**config.mk**
```make
export PLATFORM = sky130hd
export DESIGN_NAME = fswp_queue
export DESIGN_NICKNAME = d
export VERILOG_FILES = /design/src/rtl/flash_sector_write_planner_defines.svh /design/src/rtl/fswp_queue.sv
export SDC_FILE = /design/constraint.sdc
export NUM_CORES = 1
export LEC_CHECK = 0
export ABC_AREA = 0
export BUFFER_PORTS_ARGS = -buffer_cell sky130_fd_sc_hd__buf_2
export CAP_MARGIN = 5
export CORE_UTILIZATION = 50
export DETAILED_ROUTE_END_ITERATION = 8
export PLACE_DENSITY = 0.71
export SLEW_MARGIN = 40
export SYNTH_ARGS = -nofsm -noshare
export SYNTH_HDL_FRONTEND = slang
export SYNTH_SLANG_ARGS = --single-unit
```
**constraint.sdc**
```tcl
create_clock -name i_clk -period 5.65 [get_ports i_clk]
set_input_delay 1.4125 -clock i_clk [delete_from_list [all_inputs] [get_ports i_clk]]
set_output_delay 1.4125 -clock i_clk [all_outputs]
set_load 0.005 [all_outputs]
```
**src/rtl/flash_sector_write_planner_defines.svh**
```systemverilog
// Assertion macros used by the back end of the flash sector write planner.
`ifndef FLASH_SECTOR_WRITE_PLANNER_DEFINES_SVH
`define FLASH_SECTOR_WRITE_PLANNER_DEFINES_SVH

// Same-cycle implication, checked while reset is released.
`define FSWP_ASSERT_IMP(label, ante, cons, msg) \
    label: assert property (@(posedge i_clk) disable iff (!i_rst_n) (ante) |-> (cons)) \
        else $error(msg);

// Next-cycle implication, checked while reset is released.
`define FSWP_ASSERT_NXT(label, ante, cons, msg) \
    label: assert property (@(posedge i_clk) disable iff (!i_rst_n) (ante) |=> (cons)) \
        else $error(msg);

`endif

```
**src/rtl/fswp_queue.sv**
```systemverilog
// Short job queue between the front end and the operation sequencer.
`timescale 1ns / 1ps
module fswp_queue #(
    parameter int WIDTH = 8,
    parameter int DEPTH = 4
) (
    input  logic                       i_clk,
    input  logic                       i_rst_n,
    input  logic                       i_push,
    input  logic [WIDTH-1:0]           i_data,
    input  logic                       i_pop,
    output logic [WIDTH-1:0]           o_data,
    output logic                       o_empty,
    output logic [$clog2(DEPTH+1)-1:0] o_count
);
    localparam int PW = $clog2(DEPTH);
    localparam int CW = $clog2(DEPTH + 1);

    logic [WIDTH-1:0] r_mem [DEPTH];
    logic [PW-1:0]    r_wr_ptr;
    logic [PW-1:0]    r_rd_ptr;
    logic [CW-1:0]    r_count;
    logic             do_pop;

    assign do_pop = i_pop && (r_count != '0);

    always_ff @(posedge i_clk) begin
        if (!i_rst_n) begin
            r_wr_ptr <= '0;
            r_rd_ptr <= '0;
            r_count  <= '0;
        end else begin
            if (i_push) begin
                r_wr_ptr <= r_wr_ptr + 1'b1;
            end
            if (do_pop) begin
                r_rd_ptr <= r_rd_ptr + 1'b1;
            end
            if (i_push && !do_pop) begin
                r_count <= r_count + 1'b1;
            end else if (!i_push && do_pop) begin
                r_count <= r_count - 1'b1;
            end
        end
        if (i_push) begin
            r_mem[r_wr_ptr] <= i_data;
        end
    end

    assign o_data  = r_mem[r_rd_ptr];
    assign o_empty = (r_count == '0);
    assign o_count = r_count;
endmodule

```
; Word-level counts from Yosys, hierarchy flattened
; Memories as Yosys holds them, arrays and structs flattened. A register that Yosys moved wholly into a read port is not among the register bits.
; Index checks and enable logic that the tools add are counted.
[op_classes]
addsub = 4
mul = 0
div_mod_pow = 0
n_lt_le_gt_ge = 0
n_eq_ne = 0
n_shift = 0
muxes = 6
bitwise_logic = 0
reduce_logical = 8
[op_table]
columns = cell, count
row1 = two-way mux 3 bit, 2
row2 = adder 2 x 1 -> 2 bit (second input constant), 2
row3 = two-way mux 2 bit, 2
row4 = adder 3 x 1 -> 3 bit (second input constant), 1
row5 = logical AND 1 bit, 3
row6 = zero test 3 bit, 1
row7 = nonzero test 3 bit, 1
row8 = subtractor 3 x 1 -> 3 bit (second input constant), 1
row9 = zero test 1 bit, 2
row10 = two-way mux 1 bit, 2
row11 = nonzero test 2 bit, 1
[word_totals]
reg_bits = 7
latch_bits = 0
ram_bits = 32
mem_bits_ro = 0
in_bits = 12
output_inout_bits = 12
elab_cells = 22
memories = 1
[mem_list]
columns = memory, depth, word_bits, read_ports, rd_ports_with_merged_regs, write_ports, line
row1 = r_mem, 4, 8, 1, 1, 1, fswp_queue.sv:19  ; logic [WIDTH-1:0] r_mem [DEPTH];

; Logic depth before layout (Yosys ltp)
[logic_depth]
ltp_word = 5
ltp_mapped = 7
depth_no_buf = 7

; Least setup slack after synthesis
; Ideal clock, no wire load.
[synth_path]
kind = input-to-reg
startpoint = in i_pop
endpoint = reg r_count[2] (netlist: o_count[2])
setup_ns = 0.076
arrival_ns = 2.656
required_time_ns = 5.574
setup_slack_ns = 2.918
stages = 7
path_buffers = 0
cell_sequence = o31ai_4 -> ha_1 -> inv_1 -> fa_1 -> xor2_1 -> or3_1 -> a21boi_0
[synth_via]
elab_chain_cells = 4
elab_cells_between_ends = 6
classes_between = mux (1) / reduce/logical (5)
[synth_lines]
columns = item, line
row1 = "start, declared", fswp_queue.sv:11  ; input logic i_pop,
row2 = logical AND 1 bit *, fswp_queue.sv:25  ; assign do_pop = i_pop && (r_count != '0);
row3 = zero test 1 bit, fswp_queue.sv:39  ; if (i_push && !do_pop) begin
row4 = logical AND 1 bit, fswp_queue.sv:39
row5 = two-way mux 3 bit or nonzero test 2 bit (tied branches), -
row6 = "end signal, assigned", fswp_queue.sv:40  ; r_count <= r_count + 1'b1;
row7 = "end signal, assigned", fswp_queue.sv:42  ; r_count <= r_count - 1'b1;
row8 = "end, declared", fswp_queue.sv:22  ; logic [CW-1:0] r_count;
; Mark *: on every way between the ends. The rest lies on a longest branch, timed or not.
; A chain may end at the register's enable or synchronous reset.

==> results.md <==
* Clk slew on worst S/H paths at 0.11 ns
* Cells after synthesis at 84
* Sequential share of the synthesized area at 70.5%
* Die Span X at 58.9 um
* CTS tree: yes
* Post-synth ARST share at 0%
* RSZ-0062 raised after global routing: false
* EDFF count, synth at 32
* Synth Area per Inst at 19.3 sq um
* Routed vias at 789
* Share of cells above drive strength 1 at 35.4%
* Total CTS buffers at 5
* Static leakage power at 0.658 nW
* Core area at 3050 sq um
* Hold-fix buffers, CTS at 0
* Commonest cells post-synth: edfxtp_1, and2_1, dfxtp_1, mux4_2, ha_1
* CP max FO at 8
* # H-tree levels at 2
* Setup_tns at 0 ns
* First-pass GRT wire length at 3.90 mm
* Clock skew at 0.00955 ns
* Worst slew pin tran at 0.524 ns
* PwrDens at 380 nW/um^2
* Initial antenna violation count at 0
* Mapped Area at 1620 sq um
* Endpoints failing hold at 0
* Vias in the first global route at 828
* Routed length per placed instance at 15.4 um
* Final Cycle Share at 55.3%
* Slew Viols, Final at 0
* Top cell type's share of synthesized area at 59.4%
* Hold Crit Class: flop to flop
* Iter 0 DRT Violations at 20
* Rows at 20
* Initial Utilization at 53.0%
* CP Data Required Time at 4.24 ns
* Final net count at 130
* Clock Latency Late Sink at 0.34 ns
* Antenna violation net count after detailed routing at 0
* WL final at 2.41 mm
* DP HPWL at 1.69 mm
* DR DRC count at 0
* CP Data Arrival Time at 1.71 ns
* Setup crit start kind: flop
* Worst slew margin at 65.0%
* Antenna fix cells at 0
* # IOs at 24
* # resized after CTS at 0
* Distinct cells, synth at 19
* Outcome: completed
* Via-to-Cell Ratio at 5.03
* RePlAce Congestion at 0.656
* Crit path time final at 3.13 ns
* I/O Buffers at 23
* Most common cell in the synthesized netlist: edfxtp_1
* Cell taking the most area after synthesis: edfxtp_1
* Pre-CTS setup slack at 2.64 ns
* 1st-pass router iterations at 4
* Setup crit end kind: output pin
* Max VDD drop at 0.198 mV
* Final worst slack at 2.52 ns
* Ys flop type: edfxtp_1
* Total GRT Usage at 17.0%
* Number of buffers on the longest clock path at 2
* GRT overflow at 0
* Register bit total from synthesis at 41
* Setup bufs post-CTS at 0
* Synthesis-to-finish area growth at 13.1%
* Max-Cap Viols at 0
* Main area contributors after synthesis: edfxtp_1, dfxtp_1, mux4_2
* Final setup vio count at 0
* Layout fillers at 250
* CTS sink cnt at 41
* Root buf cell: clkbuf_4
* Synth warnings at 0
* Die Y-Extent at 58.9 um
* Fmax at 320 MHz
* Largest net degree at the start of global routing at 13
* CP Class: flop to output pin
* Mapped Nets at 102
* Die area at 3470 sq um
## final timing paths
path / start / endpoint / slack, ns / cells after the start
setup reg to reg: o_count[1]$_SDFFE_PN0P_ / o_count[2]$_SDFFE_PN0P_ / 3.55 / 7
hold reg to reg: r_wr_ptr[1]$_SDFFE_PN0P_ / r_wr_ptr[1]$_SDFFE_PN0P_ / 0.57 / 2
hold / removal: r_wr_ptr[1]$_SDFFE_PN0P_ / r_wr_ptr[1]$_SDFFE_PN0P_ / 0.57 / 2
setup / recovery: flop / o_data[1] / 2.52 / 2
## power breakdown
group / total, mW / switching, mW / internal [mW]
clock: 0.135 / 0.0877 / 0.0475
combinational: 0.160 / 0.0589 / 0.102
sequential: 0.399 / 0.0442 / 0.355
total: 0.695 / 0.191 / 0.504
## area by class of cell
type | instances | area (sq um) | share of cell area [%]
flip-flops and latches | 41 | 1140 | 62.3
multi-input cells | 38 | 457 | 24.9
repair buffers | 23 | 115 | 6.29
well taps | 44 | 55.1 | 3.01
clock buffers | 6 | 41.3 | 2.26
inverters | 3 | 11.3 | 0.615
clock inverters | 2 | 10.0 | 0.547
## state kept, by name (all words and copies together), names as in the netlist, named ones only
signal	cells
r_mem	32
o_count	3
r_wr_ptr	2
r_rd_ptr	2
## per-layer routing
metal  vias up  track usage [%]  part of all wire (%)
li1        373                -                     -
met1       390             19.2                    41
met2        21             27.6                    53
met3         5             5.71                   4.2
met4         0             11.2                   1.5
met5         -                0                     0
## worst max-delay path, stage by stage (launching register included)
cell,delay (ns)
dfxtp_1,0.66
mux4_2,0.58
buf_2,0.14
## cell families (layout without fill, tap and decap cells)
logic type               count (synthesis)  in the layout  share of synthesized area (%)
XOR/XNOR                                 5              5                           2.71
adder cells (fa/ha/maj)                  6              6                           5.10
flip-flops                              41             41                           70.5
AND/OR/NAND/NOR                         13             13                           4.95
multiplexers                            10             10                           12.4
buffers and inverters                    5             34                           1.24
AO/OA/AOI/OAI                            4              4                           3.09
## through the flow
stage | util (%) | area [sq um] | hold WS [ns] | power (mW) | cells
floorplan | - | 1620 | 0.528 | 0.510 | 84
CTS | 60.0 | 1830 | 0.579 | 0.706 | 157
finish | 60.0 | 1830 | 0.571 | 0.695 | 157
detailed placement | 58.3 | 1780 | 0.561 | 0.572 | 149
global placement | 58.3 | 1780 | 0.547 | 0.565 | 149
global route | 60.0 | 1830 | 0.635 | 0.737 | 157
## cell usage in the layout, fill, tap and decap left out
cell / synthesis / final
or3_1: 1 / 1
dfxtp_1: 9 / 9
a21boi_0: 1 / 1
buf_2: 1 / 23
clkinv_2: 0 / 2
fa_1: 1 / 1
o311ai_2: 1 / 1
edfxtp_1: 32 / 32
mux4_2: 8 / 8
nor2b_1: 2 / 2
clkbuf_1: 1 / 1
clkbuf_4: 0 / 5
ha_1: 5 / 5
mux2i_1: 2 / 2
xor2_1: 2 / 2
and2_1: 9 / 9
xnor2_1: 3 / 3
o21ai_0: 1 / 1
nor3_1: 1 / 1
inv_1: 3 / 3
o31ai_4: 1 / 1
Power figures use the tool's default switching activity.
