==> config.mk <==
export PLATFORM = sky130hd
export DESIGN_NAME = fswp_back
export DESIGN_NICKNAME = d
export VERILOG_FILES = /design/src/rtl/fswp_pkg.sv /design/src/rtl/fswp_back.sv
export VERILOG_INCLUDE_DIRS = /design/src /design/src/rtl
export SDC_FILE = /design/constraint.sdc
export NUM_CORES = 1
export LEC_CHECK = 0
export BUFFER_PORTS_ARGS = -buffer_cell sky130_fd_sc_hd__buf_2
export CAP_MARGIN = 20
export CELL_PAD_IN_SITES_DETAIL_PLACEMENT = 0
export CELL_PAD_IN_SITES_GLOBAL_PLACEMENT = 1
export CORE_ASPECT_RATIO = 0.7
export CORE_MARGIN = 5
export CORE_UTILIZATION = 40
export CTS_CLUSTER_SIZE = 24
export DETAILED_ROUTE_END_ITERATION = 10
export GPL_TIMING_DRIVEN = 0
export PLACE_DENSITY = 0.89
export SLEW_MARGIN = 20
export SYNTH_ARGS = -nofsm -noshare
export SYNTH_HDL_FRONTEND = slang
export SYNTH_SLANG_ARGS = --single-unit
export TNS_END_PERCENT = 1
==> constraint.sdc <==
create_clock -name i_clk -period 6.9 [get_ports i_clk]
set_input_delay 1.38 -clock i_clk [delete_from_list [all_inputs] [get_ports i_clk]]
set_output_delay 1.38 -clock i_clk [all_outputs]
set_load 0.03 [all_outputs]
==> src/rtl/flash_sector_write_planner_defines.svh <==
// Assertion macros used by the back end of the flash sector write planner.
`ifndef FLASH_SECTOR_WRITE_PLANNER_DEFINES_SVH
`define FLASH_SECTOR_WRITE_PLANNER_DEFINES_SVH

// Same-cycle implication, checked while reset is released.
`define FSWP_ASSERT_IMP(label, ante, cons, msg) \
    label: assert property (@(posedge i_clk) disable iff (!i_rst_n) (ante) |-> (cons)) \
        else $error(msg);

// Next-cycle implication, checked while reset is released.
`define FSWP_ASSERT_NXT(label, ante, cons, msg) \
    label: assert property (@(posedge i_clk) disable iff (!i_rst_n) (ante) |=> (cons)) \
        else $error(msg);

`endif

==> src/rtl/fswp_pkg.sv <==
// Package with the types and constants of the flash sector write planner.
`timescale 1ns / 1ps
package fswp_pkg;

    localparam int SECTOR_BYTES_DEF = 4096;
    localparam int PAGE_BYTES_DEF   = 256;
    localparam int ADDR_BITS_DEF    = 24;
    localparam int QUEUE_DEPTH      = 4;
    localparam int JOB_ADDR_W       = 32;
    localparam int JOB_LEN_W        = 17;
    localparam logic [7:0] ERASED_BYTE = 8'hFF;

    typedef enum logic [1:0] {
        CMD_START = 2'd0,
        CMD_OLD   = 2'd1,
        CMD_NEW   = 2'd2,
        CMD_FETCH = 2'd3
    } t_cmd;

    typedef enum logic [2:0] {
        OP_READ  = 3'd0,
        OP_ERASE = 3'd1,
        OP_PROG  = 3'd2,
        OP_DONE  = 3'd3,
        OP_FETCH = 3'd4
    } t_op;

    typedef enum logic [1:0] {
        PH_IDLE  = 2'd0,
        PH_FILL  = 2'd1,
        PH_MERGE = 2'd2
    } t_phase;

    typedef enum logic [1:0] {
        JOB_FETCH = 2'd0,
        JOB_DONE  = 2'd1,
        JOB_READ  = 2'd2,
        JOB_PLAN  = 2'd3
    } t_job_kind;

    typedef enum logic [2:0] {
        ST_IDLE,
        ST_FETCH,
        ST_DONE,
        ST_READ,
        ST_ERASE,
        ST_PROG
    } t_bstate;

    typedef struct packed {
        t_job_kind             kind;
        logic                  erase;
        logic                  tail_read;
        logic [JOB_ADDR_W-1:0] base;
        logic [JOB_ADDR_W-1:0] addr;
        logic [JOB_LEN_W-1:0]  len;
        logic [JOB_ADDR_W-1:0] next;
        logic [7:0]            data;
    } t_job;

endpackage

==> src/rtl/fswp_back.sv <==
// Back end: expands queued jobs into read, erase, program, done and fetch results.
`timescale 1ns / 1ps
module fswp_back #(
    parameter int SECTOR_BYTES = fswp_pkg::SECTOR_BYTES_DEF,
    parameter int PAGE_BYTES   = fswp_pkg::PAGE_BYTES_DEF,
    parameter int ADDR_BITS    = fswp_pkg::ADDR_BITS_DEF
) (
    input  logic           i_clk,
    input  logic           i_rst_n,
    input  logic           i_empty,
    input  fswp_pkg::t_job i_job,
    output logic           o_pop,
    output logic           o_valid,
    output logic [2:0]     o_op,
    output logic [23:0]    o_flash_address,
    output logic [12:0]    o_byte_count,
    output logic [7:0]     o_out_byte,
    output logic           o_last
);
    import fswp_pkg::*;
    `include "flash_sector_write_planner_defines.svh"

    localparam int SB = $clog2(SECTOR_BYTES);
    localparam int LW = SB + 1;
    localparam int PB = $clog2(PAGE_BYTES);
    localparam int AW = ADDR_BITS;
    localparam int CW = (PB + 1 > LW) ? PB + 1 : LW;

    t_bstate       r_state, n_state;
    logic [AW-1:0] r_paddr, n_paddr;
    logic [LW-1:0] r_n, n_n;
    logic [AW-1:0] r_next, n_next;
    logic [7:0]    r_byte, n_byte;
    logic          r_tail_read, n_tail_read;

    logic          r_valid, n_valid;
    t_op           r_op, n_op;
    logic [23:0]   r_addr, n_addr;
    logic [12:0]   r_count, n_count;
    logic [7:0]    r_obyte, n_obyte;
    logic          r_last, n_last;

    logic [PB:0]   room;
    logic [CW-1:0] chunk;

    assign room  = (PB + 1)'(PAGE_BYTES) - (PB + 1)'(r_paddr[PB-1:0]);
    assign chunk = (CW'(r_n) < CW'(room)) ? CW'(r_n) : CW'(room);

    always_comb begin
        n_state     = r_state;
        n_paddr     = r_paddr;
        n_n         = r_n;
        n_next      = r_next;
        n_byte      = r_byte;
        n_tail_read = r_tail_read;
        n_valid     = 1'b0;
        n_op        = OP_DONE;
        n_addr      = '0;
        n_count     = '0;
        n_obyte     = '0;
        n_last      = 1'b0;
        o_pop       = 1'b0;
        unique case (r_state)
            ST_IDLE: begin
                if (!i_empty) begin
                    o_pop = 1'b1;
                    unique case (i_job.kind)
                        JOB_FETCH: begin
                            n_byte  = i_job.data;
                            n_state = ST_FETCH;
                        end
                        JOB_DONE: begin
                            n_state = ST_DONE;
                        end
                        JOB_READ: begin
                            n_next  = AW'(i_job.base);
                            n_state = ST_READ;
                        end
                        JOB_PLAN: begin
                            n_tail_read = i_job.tail_read;
                            n_next      = AW'(i_job.next);
                            if (i_job.erase) begin
                                n_paddr = AW'(i_job.base);
                                n_n     = LW'(SECTOR_BYTES);
                                n_state = ST_ERASE;
                            end else begin
                                n_paddr = AW'(i_job.addr);
                                n_n     = LW'(i_job.len);
                                n_state = ST_PROG;
                            end
                        end
                    endcase
                end
            end
            ST_FETCH: begin
                n_valid = 1'b1;
                n_op    = OP_FETCH;
                n_obyte = r_byte;
                n_last  = 1'b1;
                n_state = ST_IDLE;
            end
            ST_DONE: begin
                n_valid = 1'b1;
                n_op    = OP_DONE;
                n_last  = 1'b1;
                n_state = ST_IDLE;
            end
            ST_READ: begin
                n_valid = 1'b1;
                n_op    = OP_READ;
                n_addr  = 24'(r_next);
                n_count = 13'(SECTOR_BYTES);
                n_last  = 1'b1;
                n_state = ST_IDLE;
            end
            ST_ERASE: begin
                n_valid = 1'b1;
                n_op    = OP_ERASE;
                n_addr  = 24'(r_paddr);
                n_state = ST_PROG;
            end
            ST_PROG: begin
                n_valid = 1'b1;
                n_op    = OP_PROG;
                n_addr  = 24'(r_paddr);
                n_count = 13'(chunk);
                n_paddr = r_paddr + AW'(chunk);
                n_n     = r_n - LW'(chunk);
                if (CW'(r_n) <= CW'(room)) begin
                    n_state = r_tail_read ? ST_READ : ST_DONE;
                end
            end
            default: begin
                n_state = ST_IDLE;
            end
        endcase
    end

    always_ff @(posedge i_clk) begin
        if (!i_rst_n) begin
            r_state <= ST_IDLE;
            r_valid <= 1'b0;
        end else begin
            r_state <= n_state;
            r_valid <= n_valid;
        end
        r_paddr     <= n_paddr;
        r_n         <= n_n;
        r_next      <= n_next;
        r_byte      <= n_byte;
        r_tail_read <= n_tail_read;
        r_op        <= n_op;
        r_addr      <= n_addr;
        r_count     <= n_count;
        r_obyte     <= n_obyte;
        r_last      <= n_last;
    end

    assign o_valid         = r_valid;
    assign o_op            = r_op;
    assign o_flash_address = r_addr;
    assign o_byte_count    = r_count;
    assign o_out_byte      = r_obyte;
    assign o_last          = r_last;

    `FSWP_ASSERT_IMP(a_prog_has_bytes, r_state == ST_PROG, r_n != '0, "Program with no bytes left")
    `FSWP_ASSERT_NXT(a_erase_then_prog, r_state == ST_ERASE, r_state == ST_PROG, "Erase not followed by programs")
    `FSWP_ASSERT_IMP(a_last_ends_job, r_valid && r_last, r_state == ST_IDLE, "Job still running after its last result")
endmodule

[After elaboration in Yosys (flattened, before gate mapping)]
Index checks and enable logic that the tools add are counted.
Storage, ports and cells
  bits in writable memories: 0
  register bits: 123
  output and inout bits: 51
  memories: 0
  latch bits: 0
  memory bits (read-only): 0
Operators by class
  multiplexer cells: 23
  $mul: 0
  shifts and indexed selects: 0
  eq/ne operators: 11
  $lt $le $gt $ge: 2
  $add $sub $neg: 3
  bitwise operators: 1
  divide/modulo/power cells: 0
  reductions and logical operators: 12
Operators by type and width (count)
  one-hot mux 24 bit (2 select lines): 3
  two-way mux 24 bit: 3
  two-way mux 13 bit: 4
  one-hot mux 13 bit (2 select lines): 2
  adder 24 x 13 -> 24 bit: 1
  one-hot mux 3 bit (4 select lines): 2
  less-or-equal comparator 13 x 9 -> 1 bit: 1
  < comparator 13 x 9 -> 1 bit: 1
  subtractor 13 bit: 1
  AND reduction 3 bit: 4
  one-hot mux 3 bit (3 select lines): 1
  subtractor 9 x 8 -> 9 bit (first input constant): 1
  equality test 3 x 2 -> 1 bit (second input constant): 2
  equality test 3 bit (second input constant): 2
  two-way mux 1 bit: 6
  two-way mux 3 bit: 2
  OR reduction 5 bit: 1
  equality test 2 bit (second input constant): 2
  inequality test 2 bit (second input constant): 2
  nonzero test 2 bit: 2
  equality test 3 x 1 -> 1 bit (second input constant): 1
  zero test 3 bit: 1
  OR reduction 3 bit: 1
  equality test 2 x 1 -> 1 bit (second input constant): 1
  other kinds (5): 5

[Longest topological paths before layout]
Gate-level depths: netlist of the first run.
  depth after elaboration: 5
  gate-level depth with buffers: 21

[Least setup slack after synthesis of the first run]
Ideal clock, no wire load.
  path kind: input -> register
  from: input i_job[123] (netlist name)
  to: register r_n[0], enable pin
  path slack: 2357 ps
  library setup time: 444 ps
  arrival time: 4100 ps
  path buffers: 2
  cell stages on the path: 5
  cells stage by stage: ha_1 -> clkbuf_1 -> clkbuf_1 -> a21oi_1 -> a21oi_1
Between the ends
  longest elaborated chain between the ends: 3
Ends and longest elaborated chain
  start: declaration: line fswp_back.sv:11  | input fswp_pkg::t_job i_job,
  equality test 2 bit: line fswp_back.sv:67  | unique case (i_job.kind)
  inequality test 2 x 1 -> 1 bit (no line)
  AND reduction 3 bit (no line)
  end signal: assignment: line fswp_back.sv:148  | r_n <= n_n;
  end: declaration: line fswp_back.sv:31  | logic [LW-1:0] r_n, n_n;
No other way between the ends.
A chain may end at the register's enable or synchronous reset.

[Worst setup path after layout of the first run]
  from: register r_paddr[1]
  to: register r_paddr[12], data pin
Between the ends
  longest elaborated chain between the ends: 5
Ends and longest elaborated chain
  start: declaration: line fswp_back.sv:30  | logic [AW-1:0] r_paddr, n_paddr;
  start signal: assignment: line fswp_back.sv:147  | r_paddr <= n_paddr;
  subtractor 9 x 8 -> 9 bit: line fswp_back.sv:46  | assign room = (PB + 1)'(PAGE_BYTES) - (PB + 1)'(r_paddr[PB-1:0]);
  < comparator 13 x 9 -> 1 bit: line fswp_back.sv:47  | assign chunk = (CW'(r_n) < CW'(room)) ? CW'(r_n) : CW'(room);
  two-way mux 13 bit: line fswp_back.sv:47
  adder 24 x 13 -> 24 bit *: line fswp_back.sv:127  | n_paddr = r_paddr + AW'(chunk);
  one-hot mux 24 bit (2 select lines) *: line fswp_back.sv:63  | unique case (r_state)
  net n_paddr[12]: line fswp_back.sv:30
Mark *: on every way through the listed nets, which the timed path passes. The rest lies on a longest branch.

==> out/results.tsv, run 1 <==
stage	metric	value	unit
timing	RSZ-0062 raised after global routing	false	
pwr	Comb power frac	16.2	%
synthesis	Syn Area/Cell	11.0	sq um
timing	slew margin rel.	38.7	%
cts	post-CTS sizing	0	
grt	All-Layer GR Usage	19.6	%
timing	Setup violations, final	0	
pwr	Clock Power Share	43.9	%
pwr	total power	2.12	mW
finish	commonest non-fill, non-tap cell in the layout	buf_2	
drt	antenna-violating nets left	0	
cts	clk root buf	clkbuf_16	
placed_design	IO Port Bufs	150	
min_path	Min-Delay Path Class	flop to flop	
synthesis	ys flop type	edfxtp_1	
die	Die ar.	0.0188	sq mm
finish	NumNets Final	929	
finish	ANT cells	0	
synthesis	Synth warnings	0	
critical_path	Setup crit end	r_paddr[12]	
drt	DRC	0	
grt	largest net degree at the start of global routing	25	
pwr	Flop pwr share	39.9	%
synthesis	Synth async-reset ratio	0	%
pwr	PwrDens	259	mW/mm^2
critical_path	crit path kind	flop to flop	
synthesis	share of the synthesized area in the top cell type	32.5	%
run	total of max-cap violations	0	
critical_path	Critical Path Slowest Stage Cell	edfxtp_1	
synthesis	Synth cell types	60	
cts	Reg clk slew, reported paths	0.06	ns
drt	Iteration-0 DRC Markers	444	
timing	worst slew pin tran	0.919	ns
drt	routed vias/inst	5.27	
drt	First-pass DRT Iterations	5	
grt	grt total ovfl	0	
critical_path	Crit. Startpoint	r_paddr[1]	
cts	clk sinks	123	
critical_path	Required @ worst endpoint	7.07	ns
synthesis	Post-synth EDFFs	70	
placed_design	placed cell areas	0.00756	sq mm
die	I/O pin count	179	
grt	vias in the first global route	5051	
placed_design	GPL Wtd Cong	0.889	
finish	synth-to-layout area growth	26.4	%
grt	initial antenna violation count	1	
critical_path	r2r setup slk	1.77	ns
cts	H-Tree Depth	4	
timing	setup TNS	0	ns
finish	ratio of cells with drive above 1 in the final layout	30.7	%
drt	vias	5145	
drt	DRT Wirelength	18.2	mm
synthesis	synth top area cells	edfxtp_1, dfxtp_1, ha_1, mux2_2, a22o_1	
cts	CTS Buf Count	17	
finish	post-route design area	0.00817	sq mm
timing	Final Skew	0.0108	ns
die	Die Wd	162	um
critical_path	worst r2r src	r_paddr[1]	
pwr	Pint	1.53	mW
critical_path	Critical Path Max Stage Delay	0.52	ns
critical_path	Worst R2R End	r_paddr[12]	
die	die height	116	um
status	outcome	complete, no violations	
pwr	Psw	0.584	mW
critical_path	arrival time worst endpoint	5.30	ns
synthesis	cell count after synthesis	586	
synthesis	register area share after synthesis	48.9	%
drt	Avg WL per Cell	18.7	um
critical_path	Reg2Reg Depth	20	
pwr	Sw Share	27.6	%
timing	Final Hold Viols	0	
pwr	Lkg Pwr	3.46	nW
die	Core Area	0.0157	sq mm
timing	Worst Hold Margin	0.437	ns
finish	commonest cells after routing, fill and taps aside	buf_2, edfxtp_1, dfxtp_1	
cts	clock buffer depth	2	
timing	Pins Over Slew Limit	0	
cts	CTS tree	yes	
synthesis	synthesized cell area	0.00646	sq mm
placed_design	placed wire-length estimate	13.6	mm
synthesis	post-synth top area cell	edfxtp_1	
timing	Fmax	195	MHz
die	Core Rows	38	
min_path	hold path cells	1	
synthesis	flops & latches, synth	123	
cts	hold_buf cts	0	
cts	Setup Buffers After CTS	0	
grt	first-pass GRT wire length	28.3	mm
critical_path	CP startpoint kind	flop	
critical_path	CP endpoint kind	flop	
pwr	worst vdd ir	0.147	mV
critical_path	CP dominant cell by count	inv_1	
die	Initial Util	41.2	%
critical_path	critical path, cell by cell	inv_1 > ha_1 > nor3b_1 > xnor2_1 > inv_1 > ha_1 > nand4_1 > nor2_1 > a211oi_1 > o211a_1 > buf_6 > mux2i_1 > inv_1 > fa_1 > a211oi_2 > o21ai_2 > o21ai_4 > a211oi_1 > or3_1 > and3_1	
critical_path	critical-path maximum fanout	10	
cts	Clk Latency, worst-skew pair	0.41	ns
timing	fin crit period	5.13	ns
timing	final cycle utilization of the critical path	74.4	%
==> power by group through the flow <==
stage | Sequential (mW) | Clock (mW) | Combinational, mW
4_1_cts | 0.845 | 0.939 | 0.341
5_1_grt | 0.849 | 0.981 | 0.379
6_report | 0.845 | 0.931 | 0.342
3_5_place_dp | 0.860 | 0 | 0.339
2_1_floorplan | 0.884 | 0 | 0.198
3_3_place_gp | 0.862 | 0 | 0.326
==> cell families (layout without fill, tap and decap cells) <==
kind of cell | Yosys count | in the layout | share of synthesized area (%)
compound gates | 151 | 151 | 16.2
xor+xnor | 32 | 32 | 4.34
fa+ha+maj | 38 | 38 | 7.59
buf+inv | 56 | 240 | 3.72
flops | 123 | 123 | 48.9
mux | 47 | 47 | 7.82
other cells | 1 | 7 | 0.0580
simple gates | 138 | 138 | 11.4
==> worst max-delay path: cells and delay by family, from the launching register on <==
| kind | cells | cell delay, ns |
|---|---|---|
| xor gates and xnor gates | 1 | 0.18 |
| adders and majority gates | 3 | 1.04 |
| muxes | 1 | 0.43 |
| buffers and inverters | 4 | 0.49 |
| and+or+nand+nor | 5 | 0.96 |
| AOI/OAI and AO/OA | 6 | 1.27 |
| DFF | 1 | 0.52 |
==> how the worst min path moves through the flow <==
stage / slack, ns / startpoint / end
floorplan: 0.42 / r_byte[0] / o_out_byte[0]
detailed placement: 0.43 / r_byte[0] / o_out_byte[0]
global placement: 0.42 / r_byte[6] / o_out_byte[6]
finish: 0.44 / r_byte[0] / o_out_byte[0]
CTS: 0.44 / r_byte[0] / o_out_byte[0]
global route: 0.46 / r_byte[2] / o_out_byte[2]
==> Yosys cell counts (all sizes together), types with 19 or more instances <==
cell    count
a211oi     21
a21oi      32
a22o       24
dfxtp      53
edfxtp     70
ha         36
inv        28
mux2       28
mux2i      19
nand2      32
nor2       27
o21ai      33
==> through the flow <==
stage / worst slack, ns / instances / util, %
3_5_place_dp: 1.81 / 944 / 48.2
3_3_place_gp: 0.247 / 942 / 47.7
5_1_grt: 1.36 / 976 / 52.1
6_report: 1.77 / 976 / 52.1
2_1_floorplan: 2.36 / 592 / -
4_1_cts: 1.77 / 976 / 52.1
==> per-layer routing <==
metal,part of all wire [%],wire (um),vias to the layer above,global-route usage [%]
met4,0.87,159,2,5.07
met3,9.3,1690,16,4.90
met5,0.060,11,-,0
li1,-,-,2522,-
met2,40,7310,227,27.7
met1,50,9040,2378,29.7
==> final cells by class <==
class,instances,area (sq um)
Multi-Input combinational cell,413,3100
Timing Repair Buffer,152,806
Clock inverter,13,153
Tap cell,200,250
Buffer,28,135
Sequential cell,123,3160
Clock buffer,19,464
Inverter,28,105
Fill cell,1426,7520
==> sequential cells by signal, summed over array words and instances, names as in the netlist, 8 cells and up <==
name,flops
o_out_byte,8
r_paddr,24
r_next,24
r_byte,8
r_n,13
o_flash_address,24
o_byte_count,13
(Power assumes the default switching activity.)
==> run 2: changes to the inputs <==
- CORE_UTILIZATION: 40 -> 37
- PLACE_DENSITY: 0.89 -> 0.87
- clock period: 6.9 -> 4.2 ns (I/O delays scaled with it)
==> run 2 against run 1 <==
  * The run now ends with setup timing left
  * Worst hold slack better by 0.0053 ns
  * Register-to-register slack got worse by 2.0 ns
  * Combinational power increased by 100%
  * Die area is 7.5% higher
  * Clock skew increased by 0.00060 ns
  * Non-clock buffer count up 46
==> out/results.tsv, run 2 (synthesis gave the netlist of run 1 again) <==
stage	metric	value	unit	change
placed_design	placed wire-length estimate	13.8	mm	+1.0%
finish	commonest non-fill, non-tap cell in the layout	buf_2		
cts	clk sinks	123		unchanged
min_path	Min-Delay Path Class	flop to flop		
die	Core Area	0.0172	sq mm	+9.4%
pwr	worst vdd ir	0.209	mV	+42%
drt	Iteration-0 DRC Markers	414		-6.8%
timing	Final Hold Viols	0		unchanged
cts	CTS tree	yes		
timing	Setup violations, final	21		+21
grt	initial antenna violation count	2		+1
critical_path	CP startpoint kind	flop		
cts	Reg clk slew, reported paths	0.06	ns	about the same
critical_path	Required @ worst endpoint	4.37	ns	-2.70 ns
cts	H-Tree Depth	4		unchanged
die	Core Rows	40		+5.3%
die	Die ar.	0.0203	sq mm	+7.5%
timing	RSZ-0062 raised after global routing	true		
drt	routed vias/inst	5.21		-1.2%
cts	Clk Latency, worst-skew pair	0.42	ns	about the same
grt	grt total ovfl	0		unchanged
pwr	Lkg Pwr	3.71	nW	+7.4%
die	Die Wd	168	um	+3.7%
finish	ratio of cells with drive above 1 in the final layout	40.9	%	+10 points
status	outcome	finished, violations left		
timing	Final Skew	0.0114	ns	+0.000598 ns
drt	First-pass DRT Iterations	4		-1
critical_path	Reg2Reg Depth	20		unchanged
min_path	hold path cells	1		unchanged
timing	worst slew pin tran	0.934	ns	+0.0151 ns
timing	Pins Over Slew Limit	0		unchanged
status	failing checks	setup timing		
run	total of max-cap violations	0		unchanged
critical_path	crit path kind	flop to flop		
drt	antenna-violating nets left	0		unchanged
drt	Avg WL per Cell	19.5	um	+4.5%
timing	final cycle utilization of the critical path	106	%	+32 points
timing	setup TNS	-3.47	ns	-3.47 ns
pwr	PwrDens	394	mW/mm^2	+52%
timing	fin crit period	4.47	ns	-0.660 ns
critical_path	r2r setup slk	-0.27	ns	-2.04 ns
drt	DRT Wirelength	20.6	mm	+13%
grt	first-pass GRT wire length	31.0	mm	+9.6%
cts	clock buffer depth	2		unchanged
placed_design	IO Port Bufs	150		unchanged
timing	final setup slack of the worst path	-0.272	ns	-2.04 ns
cts	CTS Buf Count	17		unchanged
finish	commonest cells after routing, fill and taps aside	buf_2, edfxtp_1, dfxtp_1		
die	Initial Util	37.7	%	-3.5 points
finish	NumNets Final	975		+5.0%
cts	hold_buf cts	0		unchanged
critical_path	CP endpoint kind	flop		
finish	Fillers	1537		+7.8%
drt	vias	5489		+6.7%
critical_path	critical-path maximum fanout	5		-5
drt	DRC	0		unchanged
timing	Worst Hold Margin	0.442	ns	+0.00532 ns
grt	All-Layer GR Usage	19.9	%	+0.39 points
placed_design	GPL Wtd Cong	0.883		-0.63%
cts	clk root buf	clkbuf_16		
die	die height	121	um	+3.6%
finish	synth-to-layout area growth	38.4	%	
critical_path	arrival time worst endpoint	4.65	ns	-0.65 ns
die	I/O pin count	179		unchanged
timing	Fmax	224	MHz	+15%
timing	slew margin rel.	37.7	%	-1.0 points
grt	largest net degree at the start of global routing	25		unchanged
grt	vias in the first global route	5602		+11%
## run 2: cell types whose count changed in the layout (fill, tap and decap cells not counted), sizes merged
cell,change
inv,-2
buf,+46
bufinv,-1
diode,+1
clkinv,+4
clkbuf,-1
## run 2: per-stage QoR
step                total power, mW  worst slack [ns]  instances  area [sq um]  utilization (%)
floorplan                      1.78            0.0151        592          6520                -
global placement               1.95             -1.75        973          7550             44.0
detailed placement             1.97            -0.658        975          7610             44.3
CTS                            3.51            -0.163       1043          8760             51.0
global route                   3.68            -0.380       1054          8950             52.1
finish                         3.53            -0.272       1054          8950             52.1
## run 2: worst max-delay path, stage by stage (launching register included)
cell	delay (ns)
edfxtp_1	0.42
inv_2	0.11
ha_4	0.18
nor3b_4	0.22
xnor2_2	0.17
inv_2	0.07
ha_4	0.23
nand4_1	0.12
nor2_2	0.06
a211oi_2	0.27
o211a_4	0.26
buf_16	0.15
mux2i_4	0.26
inv_2	0.09
fa_2	0.39
a211oi_2	0.27
o21ai_2	0.15
o21ai_4	0.22
a211oi_4	0.10
or3_1	0.32
and3_1	0.16
## run 2: final timing paths
path / to / startpoint
setup / recovery: r_paddr[12] / r_paddr[0]
hold / removal: o_out_byte[2] / r_byte[2]
setup reg to reg: r_paddr[12] / r_paddr[0]
hold reg to reg: o_out_byte[2] / r_byte[2]
## run 2: power breakdown
group | switching, mW | internal, mW
combinational | 0.389 | 0.297
sequential | 0.0356 | 1.35
clock | 0.592 | 0.860
total | 1.02 | 2.51
## run 2: cell type report
cell class,instances,area [sq um],share of cell area (%)
Buffer,28,144,1.61
Sequential cell,123,3160,35.4
Clock inverter,14,133,1.48
Antenna cell,1,2.50,0.0280
Inverter,28,105,1.17
Multi-Input combinational cell,413,3500,39.1
Clock buffer,18,450,5.03
Tap cell,231,289,3.23
Timing Repair Buffer,198,1160,13.0
## run 2: per-layer routing
| layer | routed length [um] | track usage, % | up-vias |
|---|---|---|---|
| li1 | - | - | 2611 |
| met1 | 9310 | 27.6 | 2596 |
| met2 | 9130 | 30.2 | 246 |
| met3 | 1730 | 5.56 | 34 |
| met4 | 377 | 6.64 | 2 |
| met5 | 13 | 0 | - |
## run 2: what timing repair did
| item | in CTS | in global routing |
|---|---|---|
| setup endpoints to repair | 26 | 31 |
| hold endpoints to repair | 0 | 0 |
| cloned | 1 | 0 |
| setup buffers | 35 | 10 |
| gates resized for setup | 52 | 22 |
| pin swaps | 28 | 33 |
==> run 3: changes to the inputs <==
- ABC_AREA: unset -> 1
- CORE_UTILIZATION: 37 -> 35
==> run 3 against run 2 <==
  * The flow now finishes without violations
  * Count of clock-buffer cells in the layout fell by 1
  * Design area up 3.1%
  * Critical path depth rose by 4
  * Routed wire length grew 11%
  * Total power up 4.3%
  * Critical endpoint is now r_paddr[19]
  * Largest power group unchanged
==> out/results.tsv, run 3 <==
stage	metric	value	unit	change
status	outcome	complete, no violations		
synthesis	Synth cell types	42		-30%
cts	CTS Buf Count	17		unchanged
grt	largest net degree at the start of global routing	25		unchanged
finish	NumNets Final	1274		+31%
drt	First-pass DRT Iterations	7		+3
synthesis	Synth async-reset ratio	0	%	unchanged
synthesis	Syn Area/Cell	7.70	sq um	-30%
grt	All-Layer GR Usage	19.3	%	-0.66 points
cts	H-Tree Depth	4		unchanged
placed_design	GPL Wtd Cong	0.910		+3.0%
pwr	Flop pwr share	38.4	%	-1.0 points
critical_path	arrival time worst endpoint	4.24	ns	-0.41 ns
critical_path	critical-path maximum fanout	5		unchanged
die	Core Area	0.0198	sq mm	+15%
timing	Worst Hold Margin	0.440	ns	-0.00226 ns
die	Die ar.	0.0231	sq mm	+14%
pwr	Psw	1.19	mW	+17%
placed_design	Placement Setup Slack	-0.174	ns	+0.484 ns
critical_path	crit path kind	flop to flop		
drt	routed vias/inst	4.75		-8.9%
timing	Final Hold Viols	0		unchanged
critical_path	CP startpoint kind	flop		
drt	Iteration-0 DRC Markers	537		+30%
synthesis	Post-synth EDFFs	70		unchanged
synthesis	synthesized cell area	0.00705	sq mm	+9.1%
critical_path	CP endpoint kind	flop		
grt	grt total ovfl	0		unchanged
timing	worst slew pin tran	0.787	ns	-0.146 ns
die	Core Rows	43		+7.5%
finish	post-layout util	46.6	%	-5.5 points
pwr	Comb power frac	20.9	%	+1.4 points
synthesis	Synth warnings	0		unchanged
pwr	Pint	2.49	mW	-0.92%
grt	vias in the first global route	6156		+9.9%
synthesis	ys flop type	edfxtp_1		
pwr	worst vdd ir	0.247	mV	+18%
timing	Setup violations, final	0		-100%
drt	vias	6606		+20%
synthesis	synth top area cells	edfxtp_1, nand2_1, dfxtp_1, inv_1, ha_1		
timing	slew margin rel.	47.5	%	+9.8 points
drt	Avg WL per Cell	16.5	um	-16%
drt	DRT Wirelength	22.9	mm	+11%
finish	footprint of the multi-input gates	0.00361	sq mm	+3.2%
finish	Fillers	2012		+31%
synthesis	flops & latches, synth	123		unchanged
finish	commonest non-fill, non-tap cell in the layout	nand2_1		
drt	DRC	0		unchanged
cts	clock buffer depth	2		unchanged
critical_path	Required @ worst endpoint	4.39	ns	+0.02 ns
die	die height	129	um	+6.8%
finish	Seq. cell area	0.00316	sq mm	unchanged
pwr	Lkg Pwr	4.46	nW	+20%
timing	RSZ-0062 raised after global routing	true		
critical_path	Reg2Reg Depth	24		+20%
cts	hold_buf cts	0		unchanged
grt	initial antenna violation count	1		-1
finish	synth-to-layout area growth	30.8	%	
timing	Fmax	247	MHz	+10%
placed_design	IO Port Bufs	149		-0.67%
cts	clk sinks	123		unchanged
cts	Reg clk slew, reported paths	0.07	ns	about the same
placed_design	placed wire-length estimate	17.1	mm	+24%
timing	Final Skew	0.00983	ns	-0.00157 ns
pwr	Clock Power Share	40.7	%	-0.5 points
cts	Clk Latency, worst-skew pair	0.43	ns	about the same
finish	commonest cells after routing, fill and taps aside	nand2_1, buf_2, inv_1		
die	Initial Util	35.6	%	-2.0 points
timing	fin crit period	4.05	ns	-0.421 ns
grt	first-pass GRT wire length	34.4	mm	+11%
synthesis	share of the synthesized area in the top cell type	29.8	%	-2.7 points
synthesis	post-synth top area cell	edfxtp_1		
synthesis	register area share after synthesis	44.8	%	-4.1 points
finish	ratio of cells with drive above 1 in the final layout	27.6	%	-13 points
synthesis	Synth top cells by count	nand2_1, inv_1, o21ai_0		
die	Die Wd	180	um	+7.0%
synthesis	count leader, synth	nand2_1		
min_path	Min-Delay Path Class	flop to flop		
pwr	Sw Share	32.4	%	+3.5 points
drt	antenna-violating nets left	0		unchanged
min_path	hold path cells	2		+1
timing	Pins Over Slew Limit	0		unchanged
pwr	PwrDens	399	mW/mm^2	+1.1%
die	I/O pin count	179		unchanged
timing	final cycle utilization of the critical path	96.5	%	-10 points
synthesis	cell count after synthesis	916		+56%
run	total of max-cap violations	0		unchanged
timing	final setup slack of the worst path	0.149	ns	+0.421 ns
cts	CTS tree	yes		
cts	clk root buf	clkbuf_16		
[run 3: layout make-up]
type,instances,area share [%]
flip-flops and latches,123,34.3
plain buffers,24,1.34
repair buffers,166,9.79
diodes,1,0.0271
clock inverters,15,1.86
inverters,130,5.29
multi-input cells,646,39.1
clock buffers,17,4.61
well taps,270,3.66
[run 3: critical path: stages, from the launching register on]
cell	delay [ns]
edfxtp_1	0.43
inv_2	0.11
ha_2	0.19
nand2_1	0.09
nor2_4	0.19
nand3_4	0.11
xor2_2	0.17
ha_1	0.29
a21oi_1	0.13
nor2_1	0.08
nor3_4	0.20
nand2_4	0.15
clkbuf_16	0.20
o21ai_4	0.16
inv_2	0.06
ha_4	0.29
nand2_1	0.08
inv_1	0.08
nand2_1	0.09
nor3_2	0.24
nand2_1	0.13
nand2_2	0.10
nand3_1	0.07
nand3_1	0.11
nand2_1	0.05
[run 3: power groups by stage]
stage | Sequential, mW | Combinational, mW | Clock (mW)
floorplan | 1.49 | 0.399 | 0
global placement | 1.43 | 0.678 | 0
detailed placement | 1.43 | 0.688 | 0
CTS | 1.41 | 0.702 | 1.52
global route | 1.42 | 0.853 | 1.58
finish | 1.41 | 0.769 | 1.50
[run 3: final timing paths]
kind / from / end / slack, ns
worst max-delay path: r_paddr[0] / r_paddr[19] / 0.15
worst min-delay path: r_next[16] / o_flash_address[16] / 0.44
worst max register to register: r_paddr[0] / r_paddr[19] / 0.15
worst min register to register: r_next[16] / o_flash_address[16] / 0.44
[run 3: cells by family after synthesis]
logic type      synth area share [%]
simple gates                    27.0
compound gates                  10.8
buf+inv                         8.60
mux                            0.426
flops                           44.8
xor+xnor                        1.24
other cells                   0.0532
fa+ha+maj                       6.95
[run 3: timing repair]
action / in CTS / in global routing
setup buffers: 1 / 14
gates resized for setup: 13 / 56
endpoints found under the setup margin: 22 / 30
pin swaps: 1 / 12
gates cloned: 0 / 2
[run 3: through the flow]
| step | TNS [ns] | cell area (sq um) | std cells | total power [mW] |
|---|---|---|---|---|
| after CTS | -0.00194 | 8830 | 1375 | 3.62 |
| after detailed placement | -1.55 | 8180 | 1342 | 2.12 |
| after global routing | -0.507 | 9220 | 1391 | 3.85 |
| after global placement | -0.656 | 8160 | 1341 | 2.11 |
| final | 0 | 9220 | 1392 | 3.68 |
| after floorplan | 0 | 7080 | 922 | 1.89 |
[run 3: metal layers]
metal	wire length [um]	track usage [%]
met5	7	0
met4	218	3.58
met3	2140	6.13
met2	8920	26.8
met1	11600	29.3
